==> config.mk <==
export PLATFORM = sky130hd
export DESIGN_NAME = btm_rem_unit
export DESIGN_NICKNAME = d
export VERILOG_FILES = /design/src/hdl/btm_pkg.sv /design/src/hdl/btm_rem_unit.sv
export SDC_FILE = /design/constraint.sdc
export NUM_CORES = 1
export LEC_CHECK = 0
export ABC_AREA = 1
export BUFFER_PORTS_ARGS = -buffer_cell sky130_fd_sc_hd__buf_4
export CORE_MARGIN = 3
export CORE_UTILIZATION = 40
export CTS_CLUSTER_DIAMETER = 50
export DETAILED_ROUTE_END_ITERATION = 10
export GPL_ROUTABILITY_DRIVEN = 1
export GPL_TIMING_DRIVEN = 0
export REMOVE_ABC_BUFFERS = 1
export SLEW_MARGIN = 30
export SYNTH_ARGS = -nofsm -noshare
export SYNTH_HDL_FRONTEND = slang
export SYNTH_SLANG_ARGS = --single-unit
==> constraint.sdc <==
create_clock -name clk_i -period 2 [get_ports clk_i]
set_input_delay 0.1 -clock clk_i [delete_from_list [all_inputs] [get_ports clk_i]]
set_output_delay 0.1 -clock clk_i [all_outputs]
set_load 0.05 [all_outputs]
==> src/hdl/btm_pkg.sv <==
// Shared types and constants for the binary template matcher.
package btm_pkg;

  // Fixed field widths of one input beat.
  localparam int WordW   = 32;
  localparam int IdxW    = 5;
  localparam int BottomW = 20;
  localparam int OpW     = 2;

  // Configuration register widths.
  localparam int TplRowsW  = 6;
  localparam int TplWidthW = 9;
  localparam int RingRowsW = 6;
  localparam int CfgDataW  = 9;
  localparam int CfgIdxW   = 2;

  // Every image row is kept in this many bit-shifted copies.
  localparam int ShiftCopies = 32;

  // Walk counter widths: the register limits bound rows, words and columns.
  localparam int TplColW  = 4;
  localparam int ImgColW  = 6;
  localparam int WordsW   = 5;

  typedef enum logic [OpW-1:0] {
    OP_TPL_WR = 2'd0,
    OP_IMG_WR = 2'd1,
    OP_MATCH  = 2'd2,
    OP_NONE   = 2'd3
  } btm_op_e;

  typedef enum logic [CfgIdxW-1:0] {
    CFG_TPL_ROWS  = 2'd0,
    CFG_TPL_WIDTH = 2'd1,
    CFG_RING_ROWS = 2'd2,
    CFG_UNUSED    = 2'd3
  } btm_cfg_e;

  typedef enum logic [2:0] {
    ST_IDLE,
    ST_REM,
    ST_WALK,
    ST_DRAIN,
    ST_DONE
  } btm_state_e;

  // Store write request, taken in the cycle a write beat is accepted.
  typedef struct packed {
    logic              tpl_we;
    logic              img_we;
    logic [IdxW-1:0]   row;
    logic [IdxW-1:0]   shift;
    logic [IdxW-1:0]   col;
    logic [WordW-1:0]  data;
  } btm_wr_req_t;

  // Store read request, one template word and one image word per cycle.
  typedef struct packed {
    logic                 en;
    logic [TplRowsW-1:0]  tpl_row;
    logic [TplColW-1:0]   tpl_col;
    logic [RingRowsW-1:0] img_row;
    logic [IdxW-1:0]      shift;
    logic [ImgColW-1:0]   img_col;
  } btm_rd_req_t;

  // Remainder unit request and response.
  typedef struct packed {
    logic                 start;
    logic [BottomW-1:0]   dividend;
    logic [RingRowsW-1:0] divisor;
  } btm_rem_req_t;

  typedef struct packed {
    logic                 done;
    logic [RingRowsW-1:0] rem;
  } btm_rem_rsp_t;

endpackage

==> src/hdl/btm_rem_unit.sv <==
// Bit-serial restoring remainder unit: bottom row modulo ring size.
module btm_rem_unit (
  input  logic                  clk_i,
  input  logic                  rst_ni,
  input  btm_pkg::btm_rem_req_t req_i,
  output btm_pkg::btm_rem_rsp_t rsp_o
);
  import btm_pkg::*;

  localparam int CntW = $clog2(BottomW);

  logic                 busy_q, busy_d;
  logic                 done_q, done_d;
  logic [CntW-1:0]      cnt_q, cnt_d;
  logic [BottomW-1:0]   dvd_q, dvd_d;
  logic [RingRowsW-1:0] div_q, div_d;
  logic [RingRowsW-1:0] rem_q, rem_d;
  logic [RingRowsW:0]   trial;

  // One quotient bit per cycle: shift in, compare, subtract.
  always_comb begin
    busy_d = busy_q;
    done_d = 1'b0;
    cnt_d  = cnt_q;
    dvd_d  = dvd_q;
    div_d  = div_q;
    rem_d  = rem_q;
    trial  = {rem_q, dvd_q[BottomW-1]};
    if (req_i.start) begin
      busy_d = 1'b1;
      cnt_d  = CntW'(BottomW - 1);
      dvd_d  = req_i.dividend;
      div_d  = req_i.divisor;
      rem_d  = '0;
    end else if (busy_q) begin
      dvd_d = {dvd_q[BottomW-2:0], 1'b0};
      if (trial >= {1'b0, div_q}) begin
        rem_d = RingRowsW'(trial - {1'b0, div_q});
      end else begin
        rem_d = RingRowsW'(trial);
      end
      cnt_d = cnt_q - 1'b1;
      if (cnt_q == '0) begin
        busy_d = 1'b0;
        done_d = 1'b1;
      end
    end
  end

  always_ff @(posedge clk_i or negedge rst_ni) begin
    if (!rst_ni) begin
      busy_q <= 1'b0;
      done_q <= 1'b0;
    end else begin
      busy_q <= busy_d;
      done_q <= done_d;
    end
  end

  always_ff @(posedge clk_i) begin
    cnt_q <= cnt_d;
    dvd_q <= dvd_d;
    div_q <= div_d;
    rem_q <= rem_d;
  end

  assign rsp_o.done = done_q;
  assign rsp_o.rem  = rem_q;

endmodule

==> impl_metrics.json <==
{
  "status": "finished, final reports clean",
  "grt_max_degree": 34,
  "port_buffers": 35,
  "grt_antenna_before_repair": 0,
  "slew_violations": 0,
  "internal_power_uw": 1830,
  "layout_min_cycle_time_ns": 1.71,
  "r2r_start": "div_q[0]$_DFFE_PP_",
  "dp_hpwl_mm": 2.63,
  "pwr-share-clk": 0.231,
  "maxSlewHeadroom": 0.478,
  "r2r_setup_slack_ns": 0.29,
  "ioPinCount": 36,
  "antenna_left": 0,
  "max_freq_mhz": 586,
  "p_leak_uw": 0.00124,
  "critPathCaptureType": "flip-flop",
  "power_density_nw_per_um2": 1190,
  "ys_seq_area_frac": 0.531,
  "n_antenna_cell": 0,
  "cts_resized": 0,
  "cts.reportedPaths.clkPinSlew_ns": 0.08,
  "synth_area_um2": 1980,
  "globalRouteOverflowTotal": 0,
  "yosys_most_used_dff": "edfxtp_1",
  "arrival_ns": 1.89,
  "rsz0062_at_grt": "false",
  "avgSynthCellArea_um2": 8.95,
  "startpoint": "div_q[0]$_DFFE_PP_",
  "r2r_end": "rem_q[4]$_SDFFE_PP0P_",
  "cap_violations": 0,
  "ys_seq_elements": 39,
  "ir_drop_mv": 0.430,
  "start_kind": "flip-flop",
  "drt-total-wl_mm": 3.71,
  "fin_nets": 302,
  "tightest_slew_ns": 0.782,
  "synth_cell_types": 33,
  "swShare": 0.381,
  "synthCells": 221,
  "synth-edff-count": 26,
  "whs_endpoint": "dvd_q[0]$_SDFFCE_PN0P_",
  "grt_pass1_vias": 1463,
  "fin_setup_tns_ns": 0,
  "final_area_um2": 2480,
  "worstPathRequired_ns": 2.19,
  "crit_fanout": 2,
  "hold_depth": 3,
  "yosysWarnings": 0,
  "gp_congestion": 0.803,
  "hp-class": "in -> reg",
  "rr_worst_depth": 9,
  "drc": 0,
  "fp-row-count": 24,
  "setup_viol": 0,
  "crit_type": "reg -> reg",
  "dr.pass1.iters": 4,
  "min_period_over_period": 0.853,
  "hold_violations": 0,
  "finClkSkew_ns": 0.00848,
  "dieArea_um2": 5830,
  "cts.sinks": 39,
  "cts_made_buffers": 5,
  "die_h_um": 76.3,
  "grt_pass1_wl_mm": 6.70,
  "die_x_um": 76.3,
  "h-tree-depth": 2,
  "vias_per_cell": 4.54,
  "routedWlPerCell_um": 11.3,
  "final_cell_mix": "nand2_1 (88), buf_4 (35), inv_1 (26), edfxtp_1 (26), nand3_1 (13)",
  "netSwitchingPower_uw": 1120,
  "core-area_um2": 4560,
  "async_flop_share": 0.0513,
  "cts-root-buf": "clkbuf_8",
  "clk_latency_ns": 0.29,
  "gr-usage-all-layers": 0.141,
  "clockBufferDepth": 2,
  "min_from": "req_i[6]",
  "drive_above_1_share": 0.219,
  "cts_tree": "yes",
  "drt_iter0_markers": 81,
  "vias": 1498,
  "area_delta_synth_final_pct": 25.4,
  "placed_cell_area_um2": 2290,
  "final_common_cell": "nand2_1",
  "initial_core_util": 0.433,
  "power_frac_seq": 0.359,
  "combPwrFrac": 0.410
}
-- sequential cells by signal, indices dropped and copies added, names as in the netlist --
| register | count |
|---|---|
| dvd_q | 20 |
| div_q | 6 |
| rem_q | 6 |
| cnt_q | 5 |
| busy_q | 1 |
| done_q | 1 |
-- stage by stage --
step                      hold slack (ns)   util  total power [uW]  worst slack [ns]  instances
final                              0.0710  0.544              2950             0.293        330
after CTS                          0.0683  0.544              2970             0.285        330
after global routing               0.0785  0.544              3170             0.130        330
after detailed placement           -0.117  0.502              2280             0.288        315
after global placement             -0.117  0.502              2270             0.297        315
after floorplan                    -0.196      -              1990             0.127        215
-- Yosys cell counts, types with 2 or more instances --
| cell | number | share of area |
|---|---|---|
| nand2_4 | 3 | 0.017 |
| a21oi_2 | 2 | 0.0089 |
| o21ai_0 | 2 | 0.0051 |
| ha_1 | 8 | 0.051 |
| nand3b_1 | 3 | 0.011 |
| nor2_2 | 3 | 0.0095 |
| edfxtp_1 | 26 | 0.39 |
| buf_1 | 2 | 0.0038 |
| nand2_2 | 2 | 0.0063 |
| nand2_1 | 88 | 0.17 |
| inv_1 | 26 | 0.049 |
| inv_2 | 2 | 0.0038 |
| buf_2 | 2 | 0.0051 |
| dfxtp_1 | 11 | 0.11 |
| nor3_1 | 2 | 0.0051 |
| nand3_1 | 13 | 0.033 |
| nand4_1 | 3 | 0.0095 |
| dfrtp_1 | 2 | 0.025 |
| nor2_1 | 7 | 0.013 |
-- layout make-up --
class                           count  area, um2
Sequential cell                    39       1050
Tap cell                           65       81.3
Timing Repair Buffer               42        333
Inverter                           28        105
Multi-Input combinational cell    148        793
Fill cell                         440       2080
Clock buffer                        6       82.6
Clock inverter                      2       35.0
-- power by group through the flow --
stage               sequential [uW]  clock [uW]  combinational [uW]
floorplan                      1260           0                 729
CTS                            1060         695                1220
global placement               1080           0                1190
global route                   1080         730                1360
detailed placement             1080           0                1210
finish                         1060         681                1210
-- cells by family (layout without fill, tap and decap cells) --
logic type,after synthesis,in the layout,synth area share
and+or+nand+nor,128,128,0.298
DFF,39,39,0.531
buffers and inverters,34,78,0.0677
adders and majority gates,9,9,0.0607
AOI/OAI and AO/OA,9,9,0.0335
xor gates and xnor gates,2,2,0.00886
-- critical path, cell delays in order (launching register included) --
cell and delay (ns):
edfxtp_1 0.41, ha_1 0.21, fa_1 0.41, nand3b_1 0.20, nand3_1 0.09, nand2_1 0.05, nand2_1 0.06, nand2_1 0.05
nand2_1 0.08, o21bai_2 0.05
-- what timing repair did --
| action | CTS | global route |
|---|---|---|
| buffers inserted | 0 | 0 |
| hold endpoints to repair | 8 | 0 |
| hold buffers | 7 | 0 |
-- worst max-delay path by stage --
stage	slack, ns	end	cells past startpoint
detailed placement	0.29	rem_q[4]$_SDFFE_PP0P_	9
global route	0.13	rem_q[4]$_SDFFE_PP0P_	9
finish	0.29	rem_q[4]$_SDFFE_PP0P_	9
floorplan	0.13	rem_q[4]$_SDFFE_PP0P_	9
CTS	0.29	rem_q[4]$_SDFFE_PP0P_	9
global placement	0.30	rem_q[4]$_SDFFE_PP0P_	9
-- routing by layer --
| layer | vias to the layer above | routed length, um | global-route usage | share of wire |
|---|---|---|---|---|
| li1 | 790 | - | - | - |
| met1 | 660 | 1870 | 0.198 | 0.50 |
| met2 | 40 | 1610 | 0.211 | 0.43 |
| met3 | 8 | 177 | 0.0355 | 0.048 |
| met4 | 0 | 55 | 0.0507 | 0.015 |
| met5 | - | 0 | 0 | 0 |
Note: power is estimated with default switching activity, not from simulation.
